File: config.mk
export PLATFORM = sky130hd
export DESIGN_NAME = swpc_div
export DESIGN_NICKNAME = d
export VERILOG_FILES = /design/src/hdl/swpc_pkg.sv /design/src/hdl/swpc_div.sv
export SDC_FILE = /design/constraint.sdc
export NUM_CORES = 1
export LEC_CHECK = 0
export ABC_CLOCK_PERIOD_IN_PS = 2750
export BUFFER_PORTS_ARGS = -buffer_cell sky130_fd_sc_hd__buf_2
export CAP_MARGIN = 15
export CORE_ASPECT_RATIO = 1.2
export CORE_MARGIN = 10
export CORE_UTILIZATION = 40
export CTS_CLUSTER_SIZE = 28
export DETAILED_ROUTE_END_ITERATION = 6
export GPL_ROUTABILITY_DRIVEN = 0
export SLEW_MARGIN = 15
export SYNTH_ARGS = -nofsm -noshare
export SYNTH_HDL_FRONTEND = slang
export SYNTH_SLANG_ARGS = --single-unit
File: constraint.sdc
create_clock -name clk_i -period 2.75 [get_ports clk_i]
set_input_delay 0.825 -clock clk_i [delete_from_list [all_inputs] [get_ports clk_i]]
set_output_delay 0.825 -clock clk_i [all_outputs]
set_load 0.02 [all_outputs]
File: src/hdl/swpc_pkg.sv
// Shared types, constants and helper functions of the scaled window pixel compositor.
`timescale 1ns / 1ps
`default_nettype none

package swpc_pkg;

  localparam int TEXEL_DEPTH_DEF = 65536;
  localparam int MAX_WIN_DIM_DEF = 256;
  localparam int COORD_BITS_DEF  = 11;

  // Signed width of screen-space arithmetic, enough for every position and size in range.
  localparam int SCW = 15;

  localparam int TITLE_H  = 30;
  localparam int CORNER_R = 10;
  localparam int CORNER_R2 = CORNER_R * CORNER_R;

  // Title bar buttons: centers, vertical band and squared radius.
  localparam int BTN_X0  = 16;
  localparam int BTN_X1  = 36;
  localparam int BTN_X2  = 56;
  localparam int BTN_YC  = 14;
  localparam int BTN_Y_LO = 8;
  localparam int BTN_Y_HI = 20;
  localparam int BTN_R   = 6;
  localparam int BTN_R2  = BTN_R * BTN_R;

  localparam logic [31:0] ALPHA_OPAQUE = 32'hFF00_0000;
  localparam logic [31:0] COLOR_RED    = 32'hFFFF_5F57;
  localparam logic [31:0] COLOR_YELLOW = 32'hFFFE_BC2E;
  localparam logic [31:0] COLOR_GREEN  = 32'hFF28_C840;

  localparam logic [15:0] TITLE_BG_W   = 16'd40;
  localparam logic [15:0] TITLE_TINT_W = 16'd60;
  localparam logic [7:0]  FADE_OPAQUE  = 8'd255;

  // Exact division by 100 and by 255 over the operand ranges used here.
  localparam logic [17:0] RECIP100 = 18'd167773;
  localparam logic [16:0] RECIP255 = 17'd65794;
  localparam int RECIP_SH = 24;

  typedef enum logic {
    CMD_LOAD  = 1'b0,
    CMD_PIXEL = 1'b1
  } cmd_e;

  typedef enum logic [2:0] {
    REG_WIN_LEFT    = 3'd0,
    REG_WIN_TOP     = 3'd1,
    REG_WIN_COLS    = 3'd2,
    REG_WIN_ROWS    = 3'd3,
    REG_SCALE       = 3'd4,
    REG_FADE        = 3'd5,
    REG_TITLE_COLOR = 3'd6
  } reg_e;

  typedef enum logic [1:0] {
    BTN_NONE,
    BTN_RED,
    BTN_YELLOW,
    BTN_GREEN
  } btn_e;

  typedef struct packed {
    cmd_e        cmd;
    logic [15:0] taddr;
    logic [31:0] tval;
    logic [10:0] px;
    logic [10:0] py;
    logic [31:0] bg;
  } item_t;

  typedef struct packed {
    cmd_e        cmd;
    logic [15:0] taddr;
    logic [31:0] tval;
    logic [31:0] bg;
    logic        write;
    logic        title;
    logic [31:0] tcol;
  } div_tag_t;

  function automatic logic [7:0] div100(input logic [15:0] n);
    logic [33:0] p;
    p = 34'(n) * 34'(RECIP100);
    return p[RECIP_SH +: 8];
  endfunction

  function automatic logic [7:0] div255(input logic [15:0] n);
    logic [32:0] p;
    p = 33'(n) * 33'(RECIP255);
    return p[RECIP_SH +: 8];
  endfunction

endpackage

`default_nettype wire

File: src/hdl/swpc_div.sv
// Pipelined restoring divider for the two texture coordinates, one quotient bit per stage.
`timescale 1ns / 1ps
`default_nettype none

module swpc_div import swpc_pkg::*; #(
  parameter int DEN_W = 10,
  parameter int QW    = 9
) (
  input  logic                  clk_i,
  input  logic                  rst_ni,
  input  logic                  en_i,
  input  logic                  valid_i,
  input  div_tag_t              tag_i,
  input  logic [DEN_W+QW-1:0]   num_x_i,
  input  logic [DEN_W+QW-1:0]   num_y_i,
  input  logic [DEN_W-1:0]      den_x_i,
  input  logic [DEN_W-1:0]      den_y_i,
  output logic                  valid_o,
  output div_tag_t              tag_o,
  output logic [QW-1:0]         quo_x_o,
  output logic [QW-1:0]         quo_y_o
);

  localparam int RW = DEN_W + QW;

  logic            v_q   [QW];
  div_tag_t        tag_q [QW];
  logic [RW-1:0]   rx_q  [QW];
  logic [RW-1:0]   ry_q  [QW];
  logic [QW-1:0]   qx_q  [QW];
  logic [QW-1:0]   qy_q  [QW];

  for (genvar k = 0; k < QW; k++) begin : g_stage
    localparam int B = QW - 1 - k;
    logic          v_in;
    div_tag_t      t_in;
    logic [RW-1:0] rx_in, ry_in, dx_s, dy_s, rx_d, ry_d;
    logic [QW-1:0] qx_in, qy_in, qx_d, qy_d;

    if (k == 0) begin : g_first
      assign v_in  = valid_i;
      assign t_in  = tag_i;
      assign rx_in = num_x_i;
      assign ry_in = num_y_i;
      assign qx_in = '0;
      assign qy_in = '0;
    end else begin : g_next
      assign v_in  = v_q[k-1];
      assign t_in  = tag_q[k-1];
      assign rx_in = rx_q[k-1];
      assign ry_in = ry_q[k-1];
      assign qx_in = qx_q[k-1];
      assign qy_in = qy_q[k-1];
    end

    assign dx_s = RW'(den_x_i) << B;
    assign dy_s = RW'(den_y_i) << B;

    always_comb begin
      rx_d = rx_in;
      qx_d = qx_in;
      ry_d = ry_in;
      qy_d = qy_in;
      if (rx_in >= dx_s) begin
        rx_d = rx_in - dx_s;
        qx_d = qx_in | (QW'(1) << B);
      end
      if (ry_in >= dy_s) begin
        ry_d = ry_in - dy_s;
        qy_d = qy_in | (QW'(1) << B);
      end
    end

    always_ff @(posedge clk_i or negedge rst_ni) begin
      if (!rst_ni) begin
        v_q[k] <= 1'b0;
      end else if (en_i) begin
        v_q[k] <= v_in;
      end
    end

    always_ff @(posedge clk_i) begin
      if (en_i) begin
        tag_q[k] <= t_in;
        rx_q[k]  <= rx_d;
        ry_q[k]  <= ry_d;
        qx_q[k]  <= qx_d;
        qy_q[k]  <= qy_d;
      end
    end
  end

  assign valid_o = v_q[QW-1];
  assign tag_o   = tag_q[QW-1];
  assign quo_x_o = qx_q[QW-1];
  assign quo_y_o = qy_q[QW-1];

endmodule

`default_nettype wire

==> summary by stage, run 1 <==
Outcome
The flow ran to the end, but the final reports show violations. The final reports fail on setup timing.

Die
For this configuration, the core starts out at a cell density of 40.16%. The placeable core region is between 0.1 and 0.15 mm2. The overall die area is 0.1511 mm2. The chip width is 356.5 um. The floorplan has 148 rows.

The I/O pin total is 311. Measured along the y axis, the die boundary spans 423.9 um.

Global route
The overall fraction of global-route tracks in use is between 10 and 15%. The maximum number of pins on one net before global-route repair is 81. The wire length of the first global-routing pass is 158800 um. The initial antenna violation count is 7. The via count of the first global-routing pass is around 29000. Global routing finished with a remaining overflow of 0.

Pwr
The share of total power dissipated in sequential elements is between 40 and 50%. The internal power component is 0.04401 W. Combinational cells account for just under 20% of the total power. The fraction of power spent switching nets is 25.11%. The net switching power is 0.01475 W. The worst-case IR drop observed on VDD is 681.7 uV. The standby leakage power is 25.23 nW. Total power for the finished layout comes to 0.05877 W. For this design the ratio of total power to cell area is 859.1 mW/mm2. The share of total power dissipated in the clock network is 32.0%.

Cells and area
The count of non-filler cells in the finished layout is 5914. The share of cells above drive strength 1 is 32.60%. The library cells used most frequently in the layout, excluding fill and tap cells, are sky130_fd_sc_hd__edfxtp_1 (1429), sky130_fd_sc_hd__buf_4 (487), sky130_fd_sc_hd__buf_2 (309), sky130_fd_sc_hd__nor2_1 (169), sky130_fd_sc_hd__clkbuf_16 (145). The diode insertion count for antenna repair is 0.

At the end of the flow the core is filled with cells to 50.53%. The leading cell type in the layout, fill and taps excluded is sky130_fd_sc_hd__edfxtp_1. After filler insertion, the fill cell instance count of the layout stands at 11100.

After the last flow step, the layout net total stands at 4381. The area growth from synthesis to layout is 25.82%.

Route
The number of detailed-route iterations in the first pass is 7. The top layer used by detailed routing is met5. The total wire length is 102400 um. The detailed router put a total of 42960 um of wire on met1.

The detailed-routed wire length on met3 is ~5400 um. The number of vias after detailed routing is 28400. The number of design-rule violations left by the first detailed-router iteration is between 1000 and 1500.

The remaining design rule violation count is 0. Wire segments on met2 add up to 50940 um in the final route. The detail-routed net length per standard cell is 17.32 um. Dividing the detail-routed via count by the number of cells gives about 4.8. The count of antenna-violating nets left after detailed routing is 0.

Yosys
The number of nets produced by synthesis is 3423. Synthesis produced 3050 cells. The proportion of synthesized flip-flops having asynchronous set or reset is less than 1%. In this run the biggest area consumer among cell types represents 78.93% of the synthesized area. Sequential elements use 79.34% of the synthesized area. The average cell area after synthesis is approximately 18 um2. The flop and latch count out of synthesis is 1438.

In the post-synthesis netlist, the biggest area contributors are sky130_fd_sc_hd__edfxtp_1 (79%), sky130_fd_sc_hd__ha_1 (4.1%), sky130_fd_sc_hd__a21oi_1 (1.8%), sky130_fd_sc_hd__xnor2_1 (1.4%), sky130_fd_sc_hd__nor2_1 (1.4%). The number of distinct library cells after synthesis is 80. Yosys printed 0 warnings. The count of flip-flops with a built-in enable after synthesis is 1429. The dominant synthesized flop cell is sky130_fd_sc_hd__edfxtp_1. The cell type with the largest total area after synthesis is sky130_fd_sc_hd__edfxtp_1. After synthesis the cells add up to 0.05437 mm2.

Setup path
The critical path is of the reg -> reg type. STA classifies the critical path startpoint as a flop. In this run the worst path has a maximum fanout of 7. The startpoint of the worst register-to-register path is rx_q[0][98]$_DFFE_PP_. Data on the critical path is required at its endpoint by 3260 ps. For the worst setup path, the data arrival time is 3300 ps. The worst setup path is captured at a flop.

Tracing the worst setup path back leads to its startpoint at rx_q[0][98]$_DFFE_PP_.

CTS
TritonCTS built the clock tree. For the worst-skew pair, the clock arrives at the later sink with an insertion delay of 760 ps. TritonCTS created 143 clock buffers. The clock slew seen by the registers of the worst setup and hold paths is approximately 60 ps. The number of buffers between clock root and the deepest sink is 3. The number of sinks driven by the clock tree is 1438. The tree is rooted in a sky130_fd_sc_hd__clkbuf_16.

The number of H-tree branching levels is 4.

STA
Setup total negative slack on the finished layout was measured at -285.9 ps. At the pin with the least slew margin, the transition time is 548.1 ps. Across all hold checks on the routed design, the worst slack comes to 232.3 ps. The hold violation total from the final report is 0. Headroom to the max-slew limit came out at 63.07%. Setup repair after global routing could not meet its margin everywhere.

For the final database, setup skew stands at ~17 ps. The worst path uses 101.7% of the clock period. The max-slew violation count was 0.

The final number of setup-violating endpoints is 9. The post-layout minimum cycle time is ~2800 ps. Across all setup checks in the final design, the least slack found is -45.66 ps. The highest achievable clock rate is 0.3577 GHz.

Min path
The startpoint identified for the worst hold timing path is tag_i[66]. The kind of path behind the tightest hold check is in -> reg.

Job
Max-cap violations in this run came to 0.

Place
The number of placed instances, taps included is 5648. Summed over all nets, the half-perimeter wirelength after detailed placement is 72960 um. The count of buffers from port buffering is 310.
## synthesized netlist by cell type (4+ instances only)
cell type	count
sky130_fd_sc_hd__a31oi_1	15
sky130_fd_sc_hd__nor3b_1	5
sky130_fd_sc_hd__mux2_4	5
sky130_fd_sc_hd__xor2_1	72
sky130_fd_sc_hd__nand2_1	84
sky130_fd_sc_hd__buf_2	10
sky130_fd_sc_hd__a21boi_0	4
sky130_fd_sc_hd__nor4b_1	8
sky130_fd_sc_hd__or3_1	25
sky130_fd_sc_hd__o211ai_1	12
sky130_fd_sc_hd__nor3_1	57
sky130_fd_sc_hd__nor2b_1	29
sky130_fd_sc_hd__a211oi_1	19
sky130_fd_sc_hd__o31ai_1	14
sky130_fd_sc_hd__edfxtp_1	1429
sky130_fd_sc_hd__or4_1	13
sky130_fd_sc_hd__nand3_1	26
sky130_fd_sc_hd__nor4_1	21
sky130_fd_sc_hd__nand4_1	17
sky130_fd_sc_hd__inv_1	89
sky130_fd_sc_hd__o21bai_1	11
sky130_fd_sc_hd__a211o_1	5
sky130_fd_sc_hd__nand4b_1	14
sky130_fd_sc_hd__mux2_2	58
sky130_fd_sc_hd__dfrtp_1	9
sky130_fd_sc_hd__nand3b_1	8
sky130_fd_sc_hd__or2_2	13
sky130_fd_sc_hd__o21ai_0	98
sky130_fd_sc_hd__ha_1	180
sky130_fd_sc_hd__a21oi_1	192
sky130_fd_sc_hd__o21a_1	30
sky130_fd_sc_hd__clkbuf_1	13
sky130_fd_sc_hd__nor2_1	198
sky130_fd_sc_hd__mux2i_1	4
sky130_fd_sc_hd__and3_1	6
sky130_fd_sc_hd__a21o_1	37
sky130_fd_sc_hd__a2111oi_0	5
sky130_fd_sc_hd__xnor2_1	85
sky130_fd_sc_hd__o31a_1	15
sky130_fd_sc_hd__nand2b_1	36
sky130_fd_sc_hd__fa_1	16
## per-stage QoR
step | setup slack [ps] | cell area (um2)
after global placement | -814.7 | 63560
after CTS | -56.90 | 68150
final | -45.66 | 68410
after global routing | -119.9 | 68410
after floorplan | -536.5 | 55710
after detailed placement | -854.3 | 63560
## per-layer routing
layer | global-route usage (%) | up-vias
met4 | 5.213 | 10
met5 | 0 | -
li1 | - | 13820
met1 | 16.30 | 13760
met3 | 3.268 | 212
met2 | 22.78 | 606
## flip-flops by register name, indices dropped and copies added, names as in the netlist
signal and count:
ry_q 152, qy_q 45, valid_o 1, g_stage.v_in 8, rx_q 152, tag_q 1035, qx_q 45
## worst paths after layout
kind	endpoint	slack, ps	cells past startpoint
max	rx_q[0][124]$_DFFE_PP_	-50	7
min	tag_q[0][66]$_DFFE_PP_	230	1
max reg2reg	rx_q[0][124]$_DFFE_PP_	-50	7
min reg2reg	tag_q[0][702]$_DFFE_PP_	410	0
max in group asynchronous	valid_o$_DFFE_PN0P_	2140	2
min in group asynchronous	g_stage[8].v_in$_DFFE_PN0P_	440	2
## kinds of logic after synthesis
kind of cell               Yosys count  share of synthesized area, %
AOI/OAI and AO/OA                  494                         5.613
muxes                               67                         1.413
adders and majority gates          196                         4.732
buffers and inverters              119                        0.9068
DFF                               1438                         79.34
and+or+nand+nor                    579                         5.461
xor gates and xnor gates           157                         2.529
## power by group through the flow
| stage | sequential (W) | combinational (W) | clock [W] |
|---|---|---|---|
| detailed placement | 0.0289 | 0.0114 | 0 |
| global route | 0.0286 | 0.0128 | 0.0204 |
| global placement | 0.0288 | 0.0112 | 0 |
| finish | 0.0284 | 0.0115 | 0.0188 |
| CTS | 0.0284 | 0.0115 | 0.0195 |
| floorplan | 0.0285 | 0.00689 | 0 |
## area by class of cell
type                            instances  area, um2  share of cell area [%]
Clock inverter                         81      814.5                   1.191
Tap cell                             1800       2252                   3.292
Inverter                               89      382.9                  0.5597
Timing Repair Buffer                  841       6050                   8.844
Sequential cell                      1438      43140                   63.06
Multi-Input combinational cell       1495      12050                   17.61
Clock buffer                          170       3722                   5.442
## worst max-delay path: stages (launching register included)
cell                       delay (ps)
sky130_fd_sc_hd__edfxtp_1         430
sky130_fd_sc_hd__ha_4             270
sky130_fd_sc_hd__nor2b_4          120
sky130_fd_sc_hd__o31a_1           270
sky130_fd_sc_hd__o31ai_2          170
sky130_fd_sc_hd__or3b_4           410
sky130_fd_sc_hd__a2111o_2         550
sky130_fd_sc_hd__mux2_4           330
## repair_timing
item	4_1_cts	5_1_grt
endpoints found under the setup margin	14	69
setup buffers	1	11
endpoints found under the hold margin	9	0
gates cloned	0	2
pin swaps	0	21
hold buffers	1	0
resized for setup	9	30
Note: power is estimated with default switching activity, not from simulation.
==> run 2, diff against run 1 <==
--- a/config.mk
+++ b/config.mk
@@ -14,6 +14,7 @@
 export CTS_CLUSTER_SIZE = 28
 export DETAILED_ROUTE_END_ITERATION = 6
 export GPL_ROUTABILITY_DRIVEN = 0
+export RECOVER_POWER = 50
 export SLEW_MARGIN = 15
 export SYNTH_ARGS = -nofsm -noshare
 export SYNTH_HDL_FRONTEND = slang
==> run 2 against run 1 <==
  * The flow finishes with violations (capacitance limit, slew limit, setup timing)
  * Worst hold slack lost 0.84 ps
  * Core utilization is 0.099 points lower
  * Largest power group unchanged
  * Power is essentially flat
  * Final area fell by 0.20%
  * First-iteration DRC count down 1.7%
  * Via count hardly changed
  * Die area unchanged
  * Clock skew down 0.57 ps
==> summary by stage, run 2 (synthesis results as in run 1) <==
Outcome
The flow ran to the end, but the final reports show violations. The final reports fail on capacitance limit, slew limit, setup timing.

Place
The sum of net half-perimeters after detailed placement is 72960 um (unchanged). The count of buffers from port buffering came to 310 (unchanged). The pre-CTS setup slack is -854.3 ps (unchanged).

STA
The smallest setup slack after layout came to -45.83 ps (-0.1694 ps). The max-slew headroom at the worst pin is -25.81% (-89 points). The final number of setup-violating endpoints is 9 (unchanged).

The measured slew at the worst slew-check pin was 1884 ps (+1336 ps). The accumulated negative setup slack was -298.0 ps (-12.18 ps). The worst clock skew is 16.37 ps (-0.5655 ps). The post-layout minimum cycle time is 2796 ps (+0.1694 ps).

The hold slack came to 231.5 ps (-0.8390 ps). Setup repair after global routing could not meet its margin everywhere. The max-slew violation count came to 30 (+30). The hold violation total from the final report is 0 (unchanged). The highest achievable clock rate is 0.3577 GHz (about the same). The post-route clock period utilization came to 101.7% (about the same).

CTS
The number of sinks driven by the clock tree is 1438 (unchanged). The number of buffers between clock root and the deepest sink was 3 (unchanged). The number of H-tree branching levels is 4 (unchanged).

TritonCTS built the clock tree. In this run the clock root is driven by a sky130_fd_sc_hd__clkbuf_16. The clock slew seen by the registers of the worst setup and hold paths is 60 ps (about the same). The later-pin clock latency in the skew report is 770 ps (about the same). The total clock buffers created by CTS came to 143 (unchanged).

Job
The max-capacitance violation count is 1 (+1).

Pwr
The standby leakage power was 25.05 nW (-0.70%). The worst supply voltage drop on vdd is 681.5 uV (about the same). The overall power after layout is 0.05875 W (about the same). The power density over the cells is 860.5 mW/mm2 (+0.17%).

Setup path
The largest fanout on the critical path is 7 (unchanged). The kind of capture point of the worst setup path is a flop. The critical path is of the reg -> reg type. The worst setup path is launched from a flop.

The data arrival time of the worst path is 3310 ps (about the same). The setup slack of the most critical reg-to-reg path was -50 ps (about the same). The data required time of the critical path came to 3260 ps (about the same).

Die
The I/O pin total is 311 (unchanged). The chip width is 356.5 um (unchanged). The starting density of the core is 40.16% (unchanged). The overall die area was 0.1511 mm2 (unchanged). The cell row count came to 148 (unchanged).

The placeable core region is 0.1354 mm2 (unchanged). The die outline height is 423.9 um (unchanged).

Cells and area
The diode insertion count for antenna repair is 0 (unchanged). The share of cells above drive strength 1 is 31.16% (-1.4 points). The area growth from synthesis to layout is 25.58%. The final net count was 4381 (unchanged). The number of flip-flops under the largest register name is 1035 (unchanged). The library cell used most frequently in the layout, excluding fill and tap cells, is sky130_fd_sc_hd__edfxtp_1. The largest registers in the layout are tag_q (1035), rx_q (152), ry_q (152). The top cell types in the final layout, fill and taps aside, are sky130_fd_sc_hd__edfxtp_1 (1429), sky130_fd_sc_hd__buf_4 (480), sky130_fd_sc_hd__buf_2 (254), sky130_fd_sc_hd__nor2_1 (169), sky130_fd_sc_hd__clkbuf_16 (145). Ranked by flip-flop count, first place goes to tag_q.

Global route
The maximum number of pins on one net before global-route repair came to 81 (unchanged). The overall fraction of global-route tracks in use is 13.39% (unchanged). The wire length of the first global-routing pass is 158800 um (unchanged). The initial antenna violation count is 5 (-2). The via count of the first global-routing pass is 29090 (unchanged). The total overflow reported by the global router is 0 (unchanged).

Route
The detailed-routed wire length on met3 is 5404 um (+0.88%). The total length of routed met2 wires came to 50990 um (+0.11%). The count of antenna-violating nets left after detailed routing is 0 (unchanged). The detailed-route wire length on metal 1 was 42970 um (about the same). The number of detailed-route iterations in the first pass came to 5 (-2). The detail-routed net length per standard cell is 17.34 um (+0.12%).

The routed via count divided by cell count is 4.807 (about the same). The total wire length is 102500 um (+0.12%). The number of design-rule violations left by the first detailed-router iteration is 1467 (-1.7%). The number of vias after detailed routing is 28430 (+0.095%). The top layer used by detailed routing is met5. The remaining design rule violation count came to 0 (unchanged).

Min path
The tightest min-delay check is of the in -> reg type.
run 2: final timing paths:
kind / start / to / depth (start not counted)
max in group asynchronous: rst_ni / valid_o$_DFFE_PN0P_ / 2
min reg2reg: qy_q[0][58]$_DFFE_PP_ / qy_q[0][67]$_DFFE_PP_ / 0
max reg2reg: rx_q[0][98]$_DFFE_PP_ / rx_q[0][124]$_DFFE_PP_ / 7
min in group asynchronous: rst_ni / g_stage[8].v_in$_DFFE_PN0P_ / 2
max: rx_q[0][98]$_DFFE_PP_ / rx_q[0][124]$_DFFE_PP_ / 7
min: tag_i[66] / tag_q[0][66]$_DFFE_PP_ / 1
run 2: metal layers:
layer	vias up	track usage (%)
li1	13820	-
met1	13780	16.30
met2	603	22.78
met3	212	3.268
met4	10	5.213
met5	-	0
run 2: area by class of cell:
type / count / area (um2)
Multi-Input combinational cell: 1495 / 12050
Fill cell: 11160 / 67090
Timing Repair Buffer: 841 / 5916
Inverter: 89 / 382.9
Clock inverter: 81 / 814.5
Sequential cell: 1438 / 43140
Tap cell: 1800 / 2252
Clock buffer: 170 / 3722
run 2: through the flow:
step | std cells | cell area [um2] | util [%]
floorplan | 3050 | 55710 | -
CTS | 5901 | 68150 | 50.35
global placement | 5648 | 63560 | 46.96
finish | 5914 | 68270 | 50.44
detailed placement | 5648 | 63560 | 46.96
global route | 5914 | 68270 | 50.44
run 2: critical path: stages, from the launching register on:
cell	delay [ps]
sky130_fd_sc_hd__edfxtp_1	430
sky130_fd_sc_hd__ha_4	270
sky130_fd_sc_hd__nor2b_4	120
sky130_fd_sc_hd__o31a_1	270
sky130_fd_sc_hd__o31ai_2	170
sky130_fd_sc_hd__or3b_4	410
sky130_fd_sc_hd__a2111o_2	550
sky130_fd_sc_hd__mux2_4	330
run 2: what timing repair did:
| action | CTS | global route |
|---|---|---|
| hold endpoints to repair | 9 | 0 |
| buffers inserted | 1 | 11 |
| resized for setup | 9 | 30 |
| cloned | 0 | 2 |
| pin swaps | 0 | 21 |
| hold buffers | 1 | 0 |
| endpoints found under the setup margin | 14 | 69 |
run 2: power by group:
| part | total, W | switching (W) | internal, W | leakage (nW) |
|---|---|---|---|---|
| Clock | 0.0188 | 0.00799 | 0.0108 | 2.18 |
| Sequential | 0.0284 | 0.00119 | 0.0272 | 14.0 |
| Combinational | 0.0115 | 0.00558 | 0.00594 | 8.86 |
